===== src/hw/rtl/wjmc_pkg.sv =====
// Shared widths and constants for the windowed jump min-cost block.
package wjmc_pkg;

	localparam int HEIGHT_W = 16;
	localparam int COST_W = 32;
	localparam int JL_W = 5;
	localparam int MAX_JUMP_DEF = 16;
	localparam int JL_RESET = 1;
	localparam logic [COST_W-1:0] COST_MAX = '1;

endpackage


===== src/hw/rtl/wjmc_if.sv =====
// Request and result channel interfaces for the windowed jump min-cost block.
interface wjmc_in_if;
	logic                           valid;
	logic                           ready;
	logic [wjmc_pkg::HEIGHT_W-1:0]  height;
	logic                           start_req;
	logic                           last_item;

	modport source(output valid, output height, output start_req, output last_item,
		input ready);
	modport sink(input valid, input height, input start_req, input last_item,
		output ready);
endinterface

interface wjmc_out_if;
	logic                         valid;
	logic                         ready;
	logic [wjmc_pkg::COST_W-1:0]  cost;
	logic                         is_final;

	modport source(output valid, output cost, output is_final, input ready);
	modport sink(input valid, input cost, input is_final, output ready);
endinterface


===== src/hw/rtl/windowed_jump_min_cost.sv =====
// Top level: least-cost jump over a stream of heights, one shared compare unit.
// Usage:
//   items   : request channel (valid/ready) carrying height, start_req and
//             last_item. A request is taken at a clock edge with valid and ready high.
//   results : result channel (valid/ready) carrying cost and is_final; exactly
//             one result per request, in order.
//   jump_limit_we / jump_limit_wdata : write the jump limit (0 acts as 1, values
//             above MAX_JUMP act as MAX_JUMP). Write only while the block is idle.
// Flow: the first element of a sequence skips the scan and goes straight to
//   the write state. Any later element walks span = min(jump limit, elements
//   held) window entries through one shared abs-difference/add/compare unit,
//   one RAM read per cycle, through the RAM read and candidate registers, then
//   goes to the write state. The block takes the next request once the result has
//   moved into the output register.
// The window of heights and costs sits in one RAM of MAX_JUMP entries.
// Reset: jump limit 1, no sequence open, no result pending; RAM contents are
//   never read before written, so no clearing pass is needed.
// Stall: a result waits in the output register while the receiver holds ready
//   low; a following result waits in the sequencer until that register frees.
module windowed_jump_min_cost #(
	parameter int MAX_JUMP = wjmc_pkg::MAX_JUMP_DEF
) (
	input  logic                        clk,
	input  logic                        arst_n,
	wjmc_in_if.sink                     items,
	wjmc_out_if.source                  results,
	input  logic                        jump_limit_we,
	input  logic [wjmc_pkg::JL_W-1:0]   jump_limit_wdata
);

	localparam int CNT_W = $clog2(MAX_JUMP + 1);
	localparam int PTR_W = (MAX_JUMP > 1) ? $clog2(MAX_JUMP) : 1;
	localparam int HW = wjmc_pkg::HEIGHT_W;
	localparam int CW = wjmc_pkg::COST_W;

	typedef enum logic [2:0] {
		ST_IDLE  = 3'b001,
		ST_SCAN  = 3'b010,
		ST_WRITE = 3'b100
	} state_t;

	state_t                     state_q;
	logic [wjmc_pkg::JL_W-1:0]  jump_limit_q;
	logic [CNT_W-1:0]           filled_q;
	logic [CNT_W-1:0]           span_q;
	logic [CNT_W-1:0]           issue_cnt_q;
	logic [PTR_W-1:0]           wr_ptr_q;
	logic [PTR_W-1:0]           rd_ptr_q;
	logic [HW-1:0]              height_q;
	logic                       last_q;
	logic [CW-1:0]              best_q;
	logic                       vld_s1;
	logic                       vld_s2;
	logic [CW-1:0]              cand_s2;
	logic                       out_vld_q;
	logic [CW-1:0]              out_cost_q;
	logic                       out_final_q;

	logic                       accept;
	logic                       first_elem;
	logic [CNT_W-1:0]           lim_span;
	logic [CNT_W-1:0]           new_span;
	logic                       issue;
	logic                       scan_done;
	logic                       out_free;
	logic                       commit;
	logic [PTR_W-1:0]           wr_ptr_prev;
	logic [PTR_W-1:0]           rd_ptr_next;
	logic [PTR_W-1:0]           wr_ptr_next;
	logic [HW+CW-1:0]           ram_wdata;
	logic [HW+CW-1:0]           ram_rdata;
	logic [HW-1:0]              hist_height;
	logic [CW-1:0]              hist_cost;
	logic [HW-1:0]              diff;
	logic [CW:0]                sum;
	logic [CW-1:0]              cand;

	assign accept = items.valid && items.ready;
	assign items.ready = (state_q == ST_IDLE);
	assign first_elem = items.start_req || (filled_q == '0);

	// Clamp the jump limit to 1..MAX_JUMP, then to the elements held.
	always_comb begin
		if (jump_limit_q == '0) begin
			lim_span = CNT_W'(1);
		end else if (32'(jump_limit_q) > MAX_JUMP) begin
			lim_span = CNT_W'(MAX_JUMP);
		end else begin
			lim_span = CNT_W'(jump_limit_q);
		end
		new_span = (lim_span > filled_q) ? filled_q : lim_span;
	end

	assign wr_ptr_prev = (wr_ptr_q == '0) ? PTR_W'(MAX_JUMP - 1) : wr_ptr_q - 1'b1;
	assign rd_ptr_next = (rd_ptr_q == '0) ? PTR_W'(MAX_JUMP - 1) : rd_ptr_q - 1'b1;
	assign wr_ptr_next = (wr_ptr_q == PTR_W'(MAX_JUMP - 1)) ? '0 : wr_ptr_q + 1'b1;

	assign issue = (state_q == ST_SCAN) && (issue_cnt_q != span_q);
	assign scan_done = (issue_cnt_q == span_q) && !vld_s1 && !vld_s2;
	assign out_free = !out_vld_q || results.ready;
	assign commit = (state_q == ST_WRITE) && out_free;
	assign ram_wdata = {height_q, best_q};

	wjmc_ram #(
		.WIDTH(HW + CW),
		.DEPTH(MAX_JUMP)
	) u_window (
		.clk  (clk),
		.we   (commit),
		.waddr(wr_ptr_q),
		.wdata(ram_wdata),
		.re   (issue),
		.raddr(rd_ptr_q),
		.rdata(ram_rdata)
	);

	// Candidate: cost of the older element plus height difference, saturated.
	assign hist_height = ram_rdata[HW+CW-1:CW];
	assign hist_cost = ram_rdata[CW-1:0];
	assign diff = (height_q > hist_height) ? height_q - hist_height : hist_height - height_q;
	assign sum = {1'b0, hist_cost} + (CW + 1)'(diff);
	assign cand = sum[CW] ? wjmc_pkg::COST_MAX : sum[CW-1:0];

	always_ff @(posedge clk or negedge arst_n) begin
		if (!arst_n) begin
			jump_limit_q <= wjmc_pkg::JL_W'(wjmc_pkg::JL_RESET);
		end else if (jump_limit_we) begin
			jump_limit_q <= jump_limit_wdata;
		end
	end

	always_ff @(posedge clk or negedge arst_n) begin
		if (!arst_n) begin
			state_q     <= ST_IDLE;
			filled_q    <= '0;
			wr_ptr_q    <= '0;
			issue_cnt_q <= '0;
			vld_s1      <= 1'b0;
			vld_s2      <= 1'b0;
			out_vld_q   <= 1'b0;
		end else begin
			vld_s1 <= issue;
			vld_s2 <= vld_s1;
			// load a new result, or drop the one taken by the receiver
			if (commit) begin
				out_vld_q <= 1'b1;
			end else if (results.valid && results.ready) begin
				out_vld_q <= 1'b0;
			end
			unique case (state_q)
				ST_IDLE: begin
					if (accept) begin
						issue_cnt_q <= '0;
						if (items.start_req) begin
							filled_q <= '0;
						end
						state_q <= first_elem ? ST_WRITE : ST_SCAN;
					end
				end
				ST_SCAN: begin
					if (issue) begin
						issue_cnt_q <= issue_cnt_q + 1'b1;
					end
					if (scan_done) begin
						state_q <= ST_WRITE;
					end
				end
				ST_WRITE: begin
					if (out_free) begin
						wr_ptr_q  <= wr_ptr_next;
						if (last_q) begin
							filled_q <= '0;
						end else if (filled_q < CNT_W'(MAX_JUMP)) begin
							filled_q <= filled_q + 1'b1;
						end
						state_q <= ST_IDLE;
					end
				end
				default: begin
					state_q <= ST_IDLE;
				end
			endcase
		end
	end

	// Datapath registers: no reset needed.
	always_ff @(posedge clk) begin
		if (accept) begin
			height_q <= items.height;
			last_q   <= items.last_item;
			span_q   <= new_span;
			rd_ptr_q <= wr_ptr_prev;
			best_q   <= first_elem ? '0 : wjmc_pkg::COST_MAX;
		end else begin
			if (issue) begin
				rd_ptr_q <= rd_ptr_next;
			end
			if (vld_s2 && (cand_s2 < best_q)) begin
				best_q <= cand_s2;
			end
		end
		cand_s2 <= cand;
		if (commit) begin
			out_cost_q  <= best_q;
			out_final_q <= last_q;
		end
	end

	assign results.valid = out_vld_q;
	assign results.cost = out_cost_q;
	assign results.is_final = out_final_q;

`ifndef SYNTH
	a_fill_bound: assert property (@(posedge clk) disable iff (!arst_n)
		32'(filled_q) <= MAX_JUMP)
		else $error("window fill count beyond depth");

	a_issue_bound: assert property (@(posedge clk) disable iff (!arst_n)
		(state_q == ST_SCAN) |-> (issue_cnt_q <= span_q))
		else $error("more window reads than span");

	a_start_skips_scan: assert property (@(posedge clk) disable iff (!arst_n)
		(accept && items.start_req) |=> (state_q == ST_WRITE))
		else $error("start element did not skip the scan");

	a_final_clears: assert property (@(posedge clk) disable iff (!arst_n)
		(commit && last_q) |=> (filled_q == '0))
		else $error("final element left window filled");

	a_commit_result: assert property (@(posedge clk) disable iff (!arst_n)
		commit |=> (out_vld_q && (out_cost_q == $past(best_q))))
		else $error("result register not loaded with best cost");
`endif

endmodule


===== src/hw/rtl/wjmc_ram.sv =====
// Generic single-write, single-read RAM with registered read data.
module wjmc_ram #(
	parameter int WIDTH = 8,
	parameter int DEPTH = 16
) (
	input  logic                                  clk,
	input  logic                                  we,
	input  logic [(DEPTH > 1 ? $clog2(DEPTH) : 1)-1:0] waddr,
	input  logic [WIDTH-1:0]                      wdata,
	input  logic                                  re,
	input  logic [(DEPTH > 1 ? $clog2(DEPTH) : 1)-1:0] raddr,
	output logic [WIDTH-1:0]                      rdata
);

	logic [WIDTH-1:0] mem_q [DEPTH];
	logic [WIDTH-1:0] rdata_q;

	always_ff @(posedge clk) begin
		if (we) begin
			mem_q[waddr] <= wdata;
		end
		if (re) begin
			rdata_q <= mem_q[raddr];
		end
	end

	assign rdata = rdata_q;

endmodule

===== src/flat_wrapper.sv =====
// flat-port wrapper written by rule: the top's interface ports become plain ports
module windowed_jump_min_cost_flat 
#(
	parameter int MAX_JUMP = wjmc_pkg::MAX_JUMP_DEF
)
  (clk, arst_n, jump_limit_we, jump_limit_wdata, items_valid, items_height, items_start_req, items_last_item, items_ready, results_valid, results_cost, results_is_final, results_ready);
  wjmc_in_if items_i ();
  wjmc_out_if results_i ();
  input  logic clk;
  input  logic arst_n;
  input  logic jump_limit_we;
  input  logic [wjmc_pkg::JL_W-1:0] jump_limit_wdata;
  input wire logic [$bits(items_i.valid)-1:0] items_valid;
  input wire logic [$bits(items_i.height)-1:0] items_height;
  input wire logic [$bits(items_i.start_req)-1:0] items_start_req;
  input wire logic [$bits(items_i.last_item)-1:0] items_last_item;
  output wire logic [$bits(items_i.ready)-1:0] items_ready;
  output wire logic [$bits(results_i.valid)-1:0] results_valid;
  output wire logic [$bits(results_i.cost)-1:0] results_cost;
  output wire logic [$bits(results_i.is_final)-1:0] results_is_final;
  input wire logic [$bits(results_i.ready)-1:0] results_ready;
  assign items_i.valid = items_valid;
  assign items_i.height = items_height;
  assign items_i.start_req = items_start_req;
  assign items_i.last_item = items_last_item;
  assign items_ready = items_i.ready;
  assign results_valid = results_i.valid;
  assign results_cost = results_i.cost;
  assign results_is_final = results_i.is_final;
  assign results_i.ready = results_ready;
  windowed_jump_min_cost #(.MAX_JUMP(MAX_JUMP)) u_core (.clk(clk), .arst_n(arst_n), .items(items_i), .results(results_i), .jump_limit_we(jump_limit_we), .jump_limit_wdata(jump_limit_wdata));
endmodule

===== config.mk =====
export PLATFORM = sky130hd
export DESIGN_NAME = windowed_jump_min_cost_flat
export DESIGN_NICKNAME = d
export VERILOG_FILES = /design/src/hw/rtl/wjmc_pkg.sv /design/src/hw/rtl/wjmc_if.sv /design/src/hw/rtl/windowed_jump_min_cost.sv /design/src/hw/rtl/wjmc_ram.sv /design/src/flat_wrapper.sv
export SDC_FILE = /design/constraint.sdc
export NUM_CORES = 1
export LEC_CHECK = 0
export BUFFER_PORTS_ARGS = -buffer_cell sky130_fd_sc_hd__buf_2
export CAP_MARGIN = 30
export CORE_MARGIN = 5
export CORE_UTILIZATION = 40
export CTS_CLUSTER_SIZE = 8
export DETAILED_ROUTE_END_ITERATION = 7
export PLACE_DENSITY = 0.56
export SYNTH_ARGS = -nofsm -noshare
export SYNTH_HDL_FRONTEND = slang
export SYNTH_SLANG_ARGS = --single-unit

===== constraint.sdc =====
create_clock -name clk -period 16.68 [get_ports clk]
set_clock_uncertainty 0.1 [all_clocks]
set_input_delay 1.668 -clock clk [delete_from_list [all_inputs] [get_ports clk]]
set_output_delay 1.668 -clock clk [all_outputs]
set_load 0.02 [all_outputs]

Word level (Yosys, flattened, before mapping)
Memory sizes are Yosys's and may differ from the RTL's. A register that Yosys moved wholly into a read port is not among the register bits. Index checks and enable logic that the tools add are counted.

Bits in latches: 0. Memory bits (read-only): 0. Logic and storage cells: 97. Input port bits: 28. Memories: 1. Bits in registers: 148. Memory bits (writable): 768. Output and inout port bits: 35.

Memories: u_core.u_window.mem_q (depth 16, bits a word 48, rd ports 1, clocked after memory_dff 1, wr ports 1, line wjmc_ram.sv:15) `logic [WIDTH-1:0] mem_q [DEPTH];`.

Divide/modulo/power cells: 0. Reductions and logical operators: 25. Equal/unequal tests: 12. Shift operators: 0. Bitwise logic cells: 0. Multiplexer cells: 30. Order comparisons: 5. $add $sub $neg: 8. Multiply operators: 0.

Operators by type and width (number): $mux 32 (3); $mux 5 (10); $add 32x16->33 (1); $lt 32x32->1 (1); $sub 16x16->16 (2); $mux 4 (5); $pmux 5 s2 (2); $gt 16x16->1 (1); $mux 16 (1); $mux 3 (4); $add 5x1->5 const B (2); $logic_not 5->1 (2); $reduce_bool 2->1 (5); $pmux 3 s3 (1); $logic_not 4->1 (2); $sub 4x1->4 const B (2); $logic_and 1x1->1 (7); $ne 2x1->1 const B (3); $reduce_and 3->1 (2); $eq 5x5->1 (1); $gt 5x5->1 (1); $gt 5x5->1 const B (1); $lt 5x5->1 const B (1); $ne 5x5->1 (1); other kinds (12) (19).

Longest topological paths before layout
Word-level depth: 5. Gate-level depth with buffers: 22. Depth with buffers taken out: 19.

Cells and area by module
A second synthesis with hierarchy kept.

Cell total of the unflattened synthesis: 2090. Area, all modules: 39060.0 µm².

Modules (own cells, without submodules): wjmc_ram (area an instance 30171.4 µm², instances 1, cells an instance 1242, seq. area each 24503.5 µm²); windowed_jump_min_cost (area an instance 8888.5 µm², instances 1, cells an instance 848, seq. area each 4001.3 µm²).

Least setup slack after synthesis
Ideal clock, no wire load.

Path type: input-to-reg. Start point: in results_ready. End point: mem u_core.u_window.mem_q[0][0] (netlist name) (enable). Buffers on the path: 1. Required time: 16067 ps. Arrival: 5941 ps. Slack: 10127 ps. Library setup time: 513 ps. Cell stages on the path: 5. Cell sequence: nor2_1 nor2_1 buf_2 nand2_1 nor3_1.

Longest elaborated chain between the ends: 4.

Ends and longest elaborated chain: start, declared (line flat_wrapper.sv:21) `input wire logic [$bits(results_i.ready)-1:0] results_ready;`; $logic_or 1x1->1 (line windowed_jump_min_cost.sv:100) `assign out_free = !out_vld_q || results.ready;`; $logic_and 1x1->1 (line windowed_jump_min_cost.sv:101) `assign commit = (state_q == ST_WRITE) && out_free;`; net u_core.commit (line windowed_jump_min_cost.sv:66) `logic commit;`; $mux 1 (line wjmc_ram.sv:19) `if (we) begin`; $mux 1 (not written as such) (line wjmc_ram.sv:20) `mem_q[waddr] <= wdata;`; end, declared (line wjmc_ram.sv:15).

The timed path passes the listed nets, and every way through them passes these cells.

Worst setup path in the final report
Start point: reg u_core.height_q[8]. End point: reg u_core.cand_s2[2].

Longest elaborated chain between the ends: 3. Elaborated cells between the ends (all ways): 5.

Ends and longest elaborated chain: start, declared (line windowed_jump_min_cost.sv:49) `logic [HW-1:0] height_q;`; start signal, assigned (line windowed_jump_min_cost.sv:189) `height_q <= items.height;`; $sub 16x16->16 or $gt 16x16->1 (tied branches) (line windowed_jump_min_cost.sv:120) `assign diff = (height_q > hist_height) ? height_q - hist_height : hist_height - height_q;`; $mux 16 (*) (line windowed_jump_min_cost.sv:120); $add 32x16->33 (*) (line windowed_jump_min_cost.sv:121) `assign sum = {1'b0, hist_cost} + (CW + 1)'(diff);`; end signal, assigned (line windowed_jump_min_cost.sv:202) `cand_s2 <= cand;`; end, declared (line windowed_jump_min_cost.sv:54) `logic [CW-1:0] cand_s2;`.

Mark *: on every way between the ends. The rest lies on a longest branch, timed or not. A chain may end at the register's enable or synchronous reset.

==> metrics.md <==
| Metric | Value |
|---|---|
| Hold_buf cts | 0 |
| Total die area | 0.104 mm² |
| Synth area leaders | edfxtp_1 70%, mux4_2 14%, ha_1 2.9% |
| Pin count of the biggest net entering global routing | 64 |
| Synth Cell Area | 0.0390 mm² |
| Worst-path cell chain | ha_1 > nand4_1 > nor2_1 > nand3_1 > o22ai_1 > o32a_1 > mux2_2 > inv_1 > fa_1 > nor2b_1 > o2111ai_1 > a32oi_1 > a21oi_1 > o21ai_1 > nand2b_1 > o21ai_0 |
| CP max FO | 23 |
| Final setup violation count | 0 |
| WL final | ~91000 µm |
| Setup TNS | 0 ps |
| Post-synthesis sequential element count | roughly 960 |
| Die height | 322 µm |
| Worst setup margin | roughly 11000 ps |
| Startpoint type of the worst setup path | flip-flop |
| Met2 wire len | ~45000 µm |
| Area growth syn-to-layout | 15.4% |
| DP Area | 0.0410 mm² |
| CTS tree | built |
| All-Layer GR Usage | between 15 and 20% |
| Post-DP HPWL | 49200 µm |
| Worst-Margin Slew | 974 ps |
| Inserted Clock Buffers | roughly 140 |
| Synth top area share | 69.8% |
| Max-cap violations | 0 |
| Top Layer Used | met4 |
| First-pass GRT wire length | roughly 140000 µm |
| DIE WIDTH | 322 µm |
| Seq/Total Area, Yosys | 73.0% |
| PortBufs | 62 |
| DRT iter0 DRCs | between 1500 and 2000 |
| Worst min path class | reg -> reg |
| CP Data Required Time | 17210 ps |
| Setup Fix Bufs, Post-CTS | 0 |
| Clock transition at path regs | 50 ps |
| DR pass1 iterations | 5 |
| Yosys warning count | 0 |
| WS Path Type | reg -> reg |
| Met3 Wirelength | 4680 µm |
| GP Congestion | 0.866 |
| Relative slew margins | a little over a third |
| Post-synth EDFFs | 907 |
| Layout cells sized above 1 | 24.7% |
| Vias in the first global route | 20547 |
| Initial Util | 40.3% |
| Met1 wire length | 39800 µm |
| Leakage power | ~15 nW |
| Max stage delay cell, worst path | o32a_1 |
| Via count | 19351 |
| Yosys cell types | 64 |
| Total gr overflow | 0 |
| Fmax | between 0.15 and 0.2 GHz |
| Worst-skew pair later-pin latency | 730 ps |
| Syn_nets | between 2000 and 2500 |
| # H-tree levels | 4 |
| Fraction of registers with async set/reset | between 2 and 3% |
| Gate count after technology mapping | 1981 |
| Final Critical Period | 5880 ps |
| CTS Buffer Depth | 3 |
| Place WS | 10940 ps |
| Ys flop type | edfxtp_1 |
| Status | finished clean |
| RSZ-0062 raised after global routing | false |
| Syn Area/Cell | 19.7 µm² |
| Cell row count | 114 |
| Max-slew violation count | 0 |
| Final hold viol count | 0 |
| Routed Antenna Nets | 0 |
| Synth area leader | edfxtp_1 |
| DRC | 0 |
| Drt wl/cell | 26.1 µm |
| Post-CTS resize count | 0 |
| CP Capture Type | flip-flop |
| Slowest stage delay, CP | 770 ps |
| Final instance area | 0.0450 mm² |
| Root buffer cell | clkbuf_16 |
| CTS sink count | 964 |
| Crit path DAT | between 6000 and 7000 ps |
| Fin nets | 2261 |
| Core area | 0.0969 mm² |
| Antenna Cells | 0 |
| P per Cell Area | between 150 and 200 mW/mm² |
| Via density | ~5.6 |
| Initial antenna violation count | 0 |
| Final period util | 35.3% |
| Max IR drop VDD | 0.107 mV |
| Util after Layout | about 47% |
| Final-layout fill cell count | 7986 |
| I/O Pins | 63 |
-- stage by stage --
step	total power, mW	hold slack, ps	std cells
3_3_place_gp	4.75	261	3269
2_1_floorplan	4.29	255	1981
5_1_grt	7.63	297	3467
4_1_cts	7.37	281	3463
6_report	7.28	275	3467
3_5_place_dp	4.79	269	3270
-- cells by family after synthesis --
logic type | synth area share, %
AO/OA/AOI/OAI | 3.76
multiplexers | 14.7
adder cells (fa/ha/maj) | 3.10
XOR/XNOR | 1.03
AND/OR/NAND/NOR | 2.51
flip-flops | 73.0
buffers and inverters | 1.90
-- flip-flops by register name, summed over array words and instances, names as in the netlist, 16 cells and up --
name	flops
u_core.u_window.mem_q	768
u_core.u_window.rdata	48
u_core.best_q	32
u_core.cand_s2	32
u_core.results.cost	32
u_core.height_q	16
-- power by group --
group,internal (mW),switching [mW]
Sequential,3.01,0.216
Combinational,0.696,0.811
Clock,1.55,0.995
Total,5.26,2.02
-- worst max-delay path, delay by kind of cell (launching register included) --
family	cells	cell delay [ps]
AOI/OAI and AO/OA	7	2370
and+or+nand+nor	5	1310
adders and majority gates	2	1010
DFF	1	590
muxes	1	320
buffers and inverters	1	60
-- layer usage --
layer | global-route usage [%] | up-vias
met1 | 24.5 | 10355
met4 | 4.57 | 0
li1 | - | 8335
met5 | 0 | -
met2 | 29.1 | 535
met3 | 3.39 | 126
-- synthesized netlist by cell type (12+ instances only) --
master and count:
xor2_1 24, nand3_1 16, dfxtp_1 32, o21ai_0 37, and3_1 13, mux2_2 15
nand4_1 20, nor3_1 14, xnor2_1 22, a21o_1 60, nand2_1 58, ha_1 92
nor2_1 43, inv_1 93, clkbuf_1 54, mux4_2 240, buf_2 25, mux2i_1 16
a21oi_1 60, dfrtp_1 23, edfxtp_1 907, nand2b_1 12
-- layout make-up --
cell class / count / area (µm²) / share of cell area (%)
flip-flops and latches: 964 / 28500 / 63.3
clock inverters: 12 / 214 / 0.475
clock buffers: 181 / 3700 / 8.22
multi-input cells: 836 / 9950 / 22.1
inverters: 93 / 349 / 0.775
well taps: 1276 / 1600 / 3.55
repair buffers: 105 / 726 / 1.61
-- placed cells by master (no fill, tap or decap), drive strengths merged, types with 13 or more instances in the layout --
cell type  synthesis  layout
edfxtp           907     907
ha                92      92
xnor2             22      22
mux2i             16      16
mux2              15      15
o21ai             38      38
buf               34     105
inv               93      99
and3              13      13
dfxtp             32      32
nand2             58      58
dfrtp             23      23
nand4             20      20
xor2              24      24
nand3             16      16
nor2              43      43
a21oi             61      61
a21o              60      60
clkbuf            54     181
nor3              14      14
mux4             240     240
-- final timing paths --
path	start	endpoint	slack [ps]	cells after the start
setup / recovery	u_core.height_q[8]	u_core.cand_s2[2]	10800	16
hold / removal	u_core.vld_s1	u_core.vld_s2	270	0
setup reg to reg	u_core.height_q[8]	u_core.cand_s2[2]	10800	16
hold reg to reg	u_core.vld_s1	u_core.vld_s2	270	0
max in group asynchronous	arst_n	u_core.jump_limit_q[3]	15200	1
min in group asynchronous	arst_n	u_core.vld_s1	860	1
No activity file was read; power rests on OpenSTA's default activity.
